## config.mk

```make
export PLATFORM = sky130hd
export DESIGN_NAME = probe_ie_fingerprint
export DESIGN_NICKNAME = d
export VERILOG_FILES = /design/src/sv/pif_pkg.sv /design/src/sv/pif_parse.sv /design/src/sv/pif_out_stage.sv /design/src/sv/probe_ie_fingerprint.sv
export SDC_FILE = /design/constraint.sdc
export NUM_CORES = 1
export LEC_CHECK = 0
export BUFFER_PORTS_ARGS = -buffer_cell sky130_fd_sc_hd__buf_2
export CAP_MARGIN = 25
export CORE_MARGIN = 1.5
export CORE_UTILIZATION = 54
export DETAILED_ROUTE_END_ITERATION = 8
export GPL_TIMING_DRIVEN = 0
export PLACE_DENSITY = 0.77
export SYNTH_ARGS = -nofsm -noshare
export SYNTH_HDL_FRONTEND = slang
export SYNTH_SLANG_ARGS = --single-unit
export TNS_END_PERCENT = 5
```

## constraint.sdc

```tcl
create_clock -name clk -period 5 [get_ports clk]
set_input_delay 0.5 -clock clk [delete_from_list [all_inputs] [get_ports clk]]
set_output_delay 0.5 -clock clk [all_outputs]
set_load 0.05 [all_outputs]
```

## src/sv/pif_pkg.sv

```systemverilog
// Shared types, element ids and CRC-16 helper for the probe-request
// element fingerprint block. No dependencies.
package pif_pkg;

  typedef struct packed {
    logic [7:0] ie_byte;
    logic       last_byte;
  } in_item_t;

  typedef struct packed {
    logic [15:0] ht_fingerprint;
    logic [15:0] vht_fingerprint;
    logic [15:0] rates_fingerprint;
    logic [15:0] extcap_fingerprint;
    logic [15:0] vendor_fingerprint;
    logic [15:0] combined_fingerprint;
  } out_item_t;

  typedef enum logic [1:0] {
    PH_ID   = 2'd0,
    PH_LEN  = 2'd1,
    PH_BODY = 2'd2
  } parse_phase_t;

  localparam logic [7:0]  ID_RATES      = 8'd1;
  localparam logic [7:0]  ID_HT         = 8'd45;
  localparam logic [7:0]  ID_EXTCAP     = 8'd127;
  localparam logic [7:0]  ID_VHT        = 8'd191;
  localparam logic [7:0]  ID_VENDOR     = 8'd221;
  localparam logic [7:0]  LIM_HT        = 8'd32;
  localparam logic [7:0]  LIM_SHORT     = 8'd16;
  localparam logic [8:0]  VENDOR_BUDGET = 9'd64;
  localparam logic [7:0]  VENDOR_PREFIX = 8'd8;
  localparam logic [15:0] CRC_POLY      = 16'h1021;
  localparam logic [15:0] CRC_INIT      = 16'hFFFF;

  function automatic logic [15:0] crc_byte(input logic [15:0] crc, input logic [7:0] b);
    logic [15:0] c;
    c = crc ^ {b, 8'h00};
    for (int k = 0; k < 8; k++) begin
      c = c[15] ? ((c << 1) ^ CRC_POLY) : (c << 1);
    end
    return c;
  endfunction

endpackage

```

## src/sv/pif_parse.sv

```systemverilog
// Element parser and fingerprint state: one byte per step, result word
// formed from the updated state. Depends on pif_pkg.
module pif_parse (
  input  logic                clk,
  input  logic                rst_n,
  input  logic                step,
  input  pif_pkg::in_item_t   item,
  output pif_pkg::out_item_t  result
);

  pif_pkg::parse_phase_t phase_r, phase_nxt;
  logic [7:0]  id_r, id_nxt;
  logic [7:0]  len_r, len_nxt;
  logic [7:0]  seen_r, seen_nxt, seen_inc;
  logic [15:0] ecrc_r, ecrc_nxt;
  logic [15:0] ht_r, ht_nxt;
  logic [15:0] vht_r, vht_nxt;
  logic [15:0] rates_r, rates_nxt;
  logic [15:0] ext_r, ext_nxt;
  logic [5:0]  kept_r, kept_nxt;
  logic [15:0] vcom_r, vcom_nxt;
  logic [15:0] vwork_r, vwork_nxt;
  logic        fin;
  logic [15:0] kind_val;
  logic [8:0]  vsum;

  assign seen_inc = seen_r + 8'd1;
  assign fin = ((phase_r == pif_pkg::PH_LEN) && (item.ie_byte == 8'd0)) ||
               ((phase_r == pif_pkg::PH_BODY) && (seen_inc == len_r));

  always_comb begin
    phase_nxt = phase_r;
    case (phase_r)
      pif_pkg::PH_ID:   phase_nxt = pif_pkg::PH_LEN;
      pif_pkg::PH_LEN:  phase_nxt = (item.ie_byte == 8'd0) ? pif_pkg::PH_ID : pif_pkg::PH_BODY;
      pif_pkg::PH_BODY: phase_nxt = (seen_inc == len_r) ? pif_pkg::PH_ID : pif_pkg::PH_BODY;
      default:          phase_nxt = pif_pkg::PH_ID;
    endcase
  end

  always_comb begin
    id_nxt    = id_r;
    len_nxt   = len_r;
    seen_nxt  = seen_r;
    ecrc_nxt  = ecrc_r;
    vwork_nxt = vwork_r;
    ht_nxt    = ht_r;
    vht_nxt   = vht_r;
    rates_nxt = rates_r;
    ext_nxt   = ext_r;
    kept_nxt  = kept_r;
    vcom_nxt  = vcom_r;
    case (phase_r)
      pif_pkg::PH_ID: begin
        id_nxt = item.ie_byte;
      end
      pif_pkg::PH_LEN: begin
        len_nxt   = item.ie_byte;
        seen_nxt  = 8'd0;
        ecrc_nxt  = pif_pkg::CRC_INIT;
        vwork_nxt = vcom_r;
      end
      pif_pkg::PH_BODY: begin
        ecrc_nxt = pif_pkg::crc_byte(ecrc_r, item.ie_byte);
        if (id_r == pif_pkg::ID_VENDOR && seen_r < pif_pkg::VENDOR_PREFIX) begin
          vwork_nxt = pif_pkg::crc_byte(vwork_r, item.ie_byte);
        end
        seen_nxt = seen_inc;
      end
      default: ;
    endcase
    kind_val = (len_nxt == 8'd0) ? 16'd0 : ecrc_nxt;
    vsum = {3'b000, kept_r} + {1'b0, len_nxt};
    if (fin) begin
      if (id_r == pif_pkg::ID_HT && len_nxt <= pif_pkg::LIM_HT) ht_nxt = kind_val;
      if (id_r == pif_pkg::ID_VHT && len_nxt <= pif_pkg::LIM_SHORT) vht_nxt = kind_val;
      if (id_r == pif_pkg::ID_RATES && len_nxt <= pif_pkg::LIM_SHORT) rates_nxt = kind_val;
      if (id_r == pif_pkg::ID_EXTCAP && len_nxt <= pif_pkg::LIM_SHORT) ext_nxt = kind_val;
      if (id_r == pif_pkg::ID_VENDOR && vsum < pif_pkg::VENDOR_BUDGET) begin
        vcom_nxt = vwork_nxt;
        kept_nxt = kept_r + ((len_nxt < pif_pkg::VENDOR_PREFIX) ? len_nxt[5:0]
                                                                : pif_pkg::VENDOR_PREFIX[5:0]);
      end
    end
  end

  always_comb begin
    result.ht_fingerprint       = ht_nxt;
    result.vht_fingerprint      = vht_nxt;
    result.rates_fingerprint    = rates_nxt;
    result.extcap_fingerprint   = ext_nxt;
    result.vendor_fingerprint   = (kept_nxt != 6'd0) ? vcom_nxt : 16'd0;
    result.combined_fingerprint = (ht_nxt ^ vht_nxt) + (rates_nxt ^ ext_nxt);
  end

  always_ff @(posedge clk) begin
    if (!rst_n || (step && item.last_byte)) begin
      phase_r <= pif_pkg::PH_ID;
      id_r    <= 8'd0;
      len_r   <= 8'd0;
      seen_r  <= 8'd0;
      ecrc_r  <= pif_pkg::CRC_INIT;
      ht_r    <= 16'd0;
      vht_r   <= 16'd0;
      rates_r <= 16'd0;
      ext_r   <= 16'd0;
      kept_r  <= 6'd0;
      vcom_r  <= pif_pkg::CRC_INIT;
      vwork_r <= pif_pkg::CRC_INIT;
    end else if (step) begin
      phase_r <= phase_nxt;
      id_r    <= id_nxt;
      len_r   <= len_nxt;
      seen_r  <= seen_nxt;
      ecrc_r  <= ecrc_nxt;
      ht_r    <= ht_nxt;
      vht_r   <= vht_nxt;
      rates_r <= rates_nxt;
      ext_r   <= ext_nxt;
      kept_r  <= kept_nxt;
      vcom_r  <= vcom_nxt;
      vwork_r <= vwork_nxt;
    end
  end

  a_clear_after_last: assert property (@(posedge clk) disable iff (!rst_n)
    step && item.last_byte |=> phase_r == pif_pkg::PH_ID && kept_r == 6'd0 &&
                               ht_r == 16'd0 && vcom_r == pif_pkg::CRC_INIT)
    else $error("state not cleared after last byte");

  a_kinds_hold: assert property (@(posedge clk) disable iff (!rst_n)
    !step |=> $stable(ht_r) && $stable(vht_r) && $stable(rates_r) && $stable(ext_r) &&
              $stable(kept_r))
    else $error("fingerprint state changed without a byte");

  a_body_bound: assert property (@(posedge clk) disable iff (!rst_n)
    phase_r == pif_pkg::PH_BODY |-> seen_r < len_r)
    else $error("body count passed element length");

endmodule

```

## src/sv/pif_out_stage.sv

```systemverilog
// Result register with valid/stall hold for the fingerprint block.
// Depends on pif_pkg.
module pif_out_stage (
  input  logic               clk,
  input  logic               rst_n,
  input  logic               load,
  input  pif_pkg::out_item_t d,
  input  logic               out_stall,
  output logic               out_valid,
  output pif_pkg::out_item_t out_item
);

  logic               v_r;
  pif_pkg::out_item_t item_r;

  always_ff @(posedge clk) begin
    if (!rst_n) begin
      v_r <= 1'b0;
    end else if (load) begin
      v_r <= 1'b1;
    end else if (!out_stall) begin
      v_r <= 1'b0;
    end
  end

  always_ff @(posedge clk) begin
    if (load) begin
      item_r <= d;
    end
  end

  assign out_valid = v_r;
  assign out_item  = item_r;

endmodule

```

## src/sv/probe_ie_fingerprint.sv

```systemverilog
// Top level of the probe-request element fingerprint block: input register,
// parser and result register. Depends on pif_pkg, pif_parse, pif_out_stage.
//
// Takes one element byte per cycle and sustains that rate while the input
// is not stalled; a byte passes through the input register and the parser's
// one-byte CRC update into the result register, which shows the frame's
// fingerprint word once its last byte has passed. Input stalls only while a
// frame's last byte waits behind a result that the receiver has not yet taken.
module probe_ie_fingerprint (
  input  logic               clk,
  input  logic               rst_n,
  input  logic               in_valid,
  output logic               in_stall,
  input  pif_pkg::in_item_t  in_item,
  output logic               out_valid,
  input  logic               out_stall,
  output pif_pkg::out_item_t out_item
);

  logic               s_v_r;
  pif_pkg::in_item_t  s_item_r;
  logic               fire;
  logic               in_take;
  logic               res_load;
  pif_pkg::out_item_t res;

  assign fire     = s_v_r && (!s_item_r.last_byte || !out_valid || !out_stall);
  assign in_stall = s_v_r && !fire;
  assign in_take  = in_valid && !in_stall;
  assign res_load = fire && s_item_r.last_byte;

  always_ff @(posedge clk) begin
    if (!rst_n) begin
      s_v_r <= 1'b0;
    end else if (in_take) begin
      s_v_r <= 1'b1;
    end else if (fire) begin
      s_v_r <= 1'b0;
    end
  end

  always_ff @(posedge clk) begin
    if (in_take) begin
      s_item_r <= in_item;
    end
  end

  pif_parse u_parse (
    .clk    (clk),
    .rst_n  (rst_n),
    .step   (fire),
    .item   (s_item_r),
    .result (res)
  );

  pif_out_stage u_out (
    .clk       (clk),
    .rst_n     (rst_n),
    .load      (res_load),
    .d         (res),
    .out_stall (out_stall),
    .out_valid (out_valid),
    .out_item  (out_item)
  );

  a_stall_needs_item: assert property (@(posedge clk) disable iff (!rst_n)
    in_stall |-> s_v_r && s_item_r.last_byte && out_valid && out_stall)
    else $error("input stalled without a blocked last byte");

  a_last_gives_result: assert property (@(posedge clk) disable iff (!rst_n)
    res_load |=> out_valid)
    else $error("last byte produced no result");

  a_no_overwrite: assert property (@(posedge clk) disable iff (!rst_n)
    out_valid && out_stall |-> !res_load)
    else $error("pending result overwritten");

endmodule
```

==> results_dict.tcl <==
set metrics [dict create \
    status "completed" \
    fin_cells 1773 \
    fin_nets 1514 \
    postRouteAntennaNets 0 \
    crit_path_end_kind "flip-flop" \
    wl_um 33300 \
    multi_input_area_um2 6190 \
    switching_share 0.268 \
    critPathKind "flip-flop to flip-flop" \
    die_w_um 154 \
    finalSetupViolCount 0 \
    avgSynthCellArea_um2 9.55 \
    grt_pass1_wl_um 51100 \
    seqPwrFrac 0.464 \
    root_buffer "clkbuf_16" \
    async_reset_ff_frac 0 \
    holdCritPathClass "primary input to flip-flop" \
    antenna_found_initial 0 \
    hold_violations 0 \
    top_usage_layer "met2" \
    syn_nets 1337 \
    grt_pass1_vias 9684 \
    ys.flop_type "dfxtp_1" \
    n_fill_cell 1722 \
    clock.fmax_mhz 201 \
    rows 55 \
    yosys_warnings 0 \
    power_frac_comb 0.139 \
    port_buffers 110 \
    yosysUniqueCellTypes 63 \
    wl_per_cell_um 18.8 \
    drtIter0Drc 765 \
    areaGrowthSynthToFinish_pct 21.0 \
    viasPerCell 5.77 \
    grt_use_met3 0.0538 \
    seqCellArea_um2 6080 \
    overflow 0 \
    slowest_delay_ns 0.38 \
    postCtsHoldBufs 0 \
    synth_top_area_frac 0.256 \
    peakVddDrop_mv 0.231 \
    layout-drive-gt1-share 0.206 \
    arrival_ns 5.24 \
    coreArea_um2 22500 \
    post-route-min-period_ns 4.97 \
    drtPass1Iterations 5 \
    slowest_stage "fa_2" \
    required_ns 5.28 \
    clock_latency_ns 0.53 \
    worst_pin_slew_ns 0.900 \
    p_leak_nw 6.09 \
    grt_max_degree 70 \
    path_delay_family "compound AO/OA/AOI/OAI gates" \
    grt_setup_unrepaired "yes" \
    maxSlewHeadroom 0.395 \
    io_pins 111 \
    synth_seq_area_share 0.493 \
    cp_common_cell "a21oi_2" \
    use_met2 0.445 \
    finalCritPeriodShare 0.993 \
    clock_sinks 251 \
    worstPathCellList "buf_6 -> and4_4 -> nand2_2 -> nor4b_4 -> nor2_4 -> buf_4 -> o41ai_4 -> buf_4 -> buf_6 -> mux2i_4 -> xnor2_2 -> ha_2 -> fa_2 -> a21o_1 -> a21oi_2 -> o21bai_1 -> a21oi_2 -> o21bai_2 -> a21oi_2 -> o211ai_1 -> a31o_2 -> a21oi_1 -> xnor2_1" \
    cp_num_buf_inv 4 \
    place_inst 1687 \
    die_area_um2 23800 \
    global_route.usage.met1 0.360 \
    p_clk_frac 0.397 \
    start_util 0.548 \
    p_sw_mw 1.29 \
    clock-skew-final_ns 0.00981 \
    syn_area_um2 12300 \
    gp_congestion 0.937 \
    htree_levels 1 \
    synth_top_area_cell "edfxtp_1" \
    synth_edf_count 105 \
    power.density_nw_per_um2 322 \
    drv_cap 0 \
    start_kind "flip-flop" \
    cts_tree "built" \
    vias 10237 \
    num_antenna_cells 0 \
    clkSlewWorstSetupHoldPaths_ns 0.07 \
    grt_usage 0.273 \
    synthCells 1291 \
    ys_top_cells_by_area "edfxtp_1 26%, dfxtp_1 24%, nand2_1 6.2%" \
    drv_slew 0 \
    cts_buffers 26 \
    path_max_fanout 7 \
    die_h_um 154 \
    internal_power_mw 3.52 \
    drc 0 \
    hpwlAfterDp_um 22600 \
    ys_ff_latch 251 \
    holdWs_ns 0.149 \
    cts_buffer_depth 3 \
]
==> cells by family after synthesis <==
group	Yosys count	share of synthesized area
XOR/XNOR	109	0.0785
other	1	0.000304
AO/OA/AOI/OAI	276	0.141
AND/OR/NAND/NOR	418	0.147
flip-flops	251	0.493
buffers and inverters	125	0.0400
multiplexers	78	0.0664
adder cells (fa/ha/maj)	33	0.0347
==> area by class of cell <==
class | instances | area share
Buffer | 71 | 0.0229
Clock buffer | 36 | 0.0489
Clock inverter | 12 | 0.00738
Inverter | 47 | 0.0120
Multi-Input combinational cell | 915 | 0.415
Sequential cell | 251 | 0.408
Tap cell | 285 | 0.0239
Timing Repair Buffer | 156 | 0.0624
==> metal layers <==
metal	wire, um	up-vias
met3	2690	91
met1	14100	4835
met4	1080	0
met5	0	-
li1	-	4878
met2	15400	433
==> path summary, 6_finish.rpt <==
kind,startpoint,to,slack [ns],depth (start not counted)
min reg2reg,u_parse.vht_r[6],u_parse.vht_r[6],0.45,2
max reg2reg,u_parse.seen_r[3],u_out.out_item[14],0.03,23
max,u_parse.seen_r[3],u_out.out_item[14],0.03,23
min,in_item[3],s_item_r[3],0.15,1
==> repair_timing <==
| action | CTS | global route |
|---|---|---|
| endpoints found under the setup margin | 20 | 17 |
| pin swaps | 12 | 18 |
| gates resized for setup | 63 | 35 |
| setup buffers | 21 | 24 |
==> flip-flops by register name, indices dropped and copies added (netlist names) <==
name,cells
u_parse.ht_r,16
s_item_r,9
u_parse.id_r,8
u_parse.vht_r,16
u_parse.vcom_r,16
u_parse.ecrc_r,16
u_parse.seen_r,8
u_parse.phase_r,2
u_parse.rates_r,16
u_parse.kept_r,6
u_parse.len_r,8
u_parse.vwork_r,16
s_v_r,1
u_out.out_valid,1
u_out.out_item,96
u_parse.ext_r,16
==> layout by cell type (no fill, tap or decap), types with 5 or more instances in the layout <==
cell type,instances
nand2_1,203
dfxtp_1,141
buf_2,115
nor2_1,106
edfxtp_1,105
a21oi_1,88
xnor2_1,76
o21ai_0,49
clkbuf_1,48
inv_1,45
buf_4,44
a211oi_1,39
mux2i_1,38
o211ai_1,33
ha_1,29
nand3_1,28
xor2_1,27
clkbuf_16,27
mux2_2,26
o22ai_1,20
nor3_1,16
nor2b_1,13
buf_1,13
a21o_1,10
mux2i_4,7
a21oi_2,7
nand2b_1,6
buf_6,5
==> power groups by stage <==
stage,Combinational (mW),Sequential (mW),Clock (mW)
5_1_grt,0.719,2.23,2.01
2_1_floorplan,0.364,2.33,0
3_5_place_dp,0.586,2.27,0
6_report,0.670,2.23,1.91
3_3_place_gp,0.572,2.28,0
4_1_cts,0.638,2.23,1.93
==> synth_stat cells (3+ instances only) <==
| cell | n |
|---|---|
| nor4_1 | 5 |
| a211oi_1 | 43 |
| o21a_1 | 3 |
| buf_2 | 13 |
| nor2_1 | 108 |
| dfxtp_1 | 146 |
| mux2_1 | 4 |
| mux2_2 | 27 |
| a21o_1 | 10 |
| ha_1 | 31 |
| xor2_1 | 28 |
| o21bai_1 | 5 |
| and3_1 | 6 |
| nor2b_1 | 15 |
| and2_1 | 5 |
| clkbuf_1 | 50 |
| buf_1 | 13 |
| o211ai_1 | 33 |
| nor3_1 | 17 |
| o21ai_0 | 49 |
| inv_1 | 46 |
| a21oi_1 | 93 |
| o22ai_1 | 20 |
| nand3_1 | 30 |
| edfxtp_1 | 105 |
| nor4b_1 | 4 |
| mux2i_1 | 47 |
| nand2b_1 | 6 |
| nand2_1 | 205 |
| o21ai_1 | 3 |
| xnor2_1 | 80 |
==> stage by stage <==
| stage | setup TNS, ns | power (mW) | area (um^2) | worst slack (ns) | util |
|---|---|---|---|---|---|
| after global placement | -8.85 | 2.85 | 13300 | -1.20 | 0.590 |
| final | 0 | 4.81 | 14900 | 0.0347 | 0.663 |
| after floorplan | 0 | 2.70 | 12400 | 0.00513 | - |
| after global routing | -0.538 | 4.97 | 14900 | -0.222 | 0.663 |
| after detailed placement | -10.54 | 2.86 | 13300 | -1.30 | 0.591 |
| after CTS | -0.0148 | 4.80 | 14600 | -0.0148 | 0.648 |
Note: power is estimated with default switching activity, not from simulation.
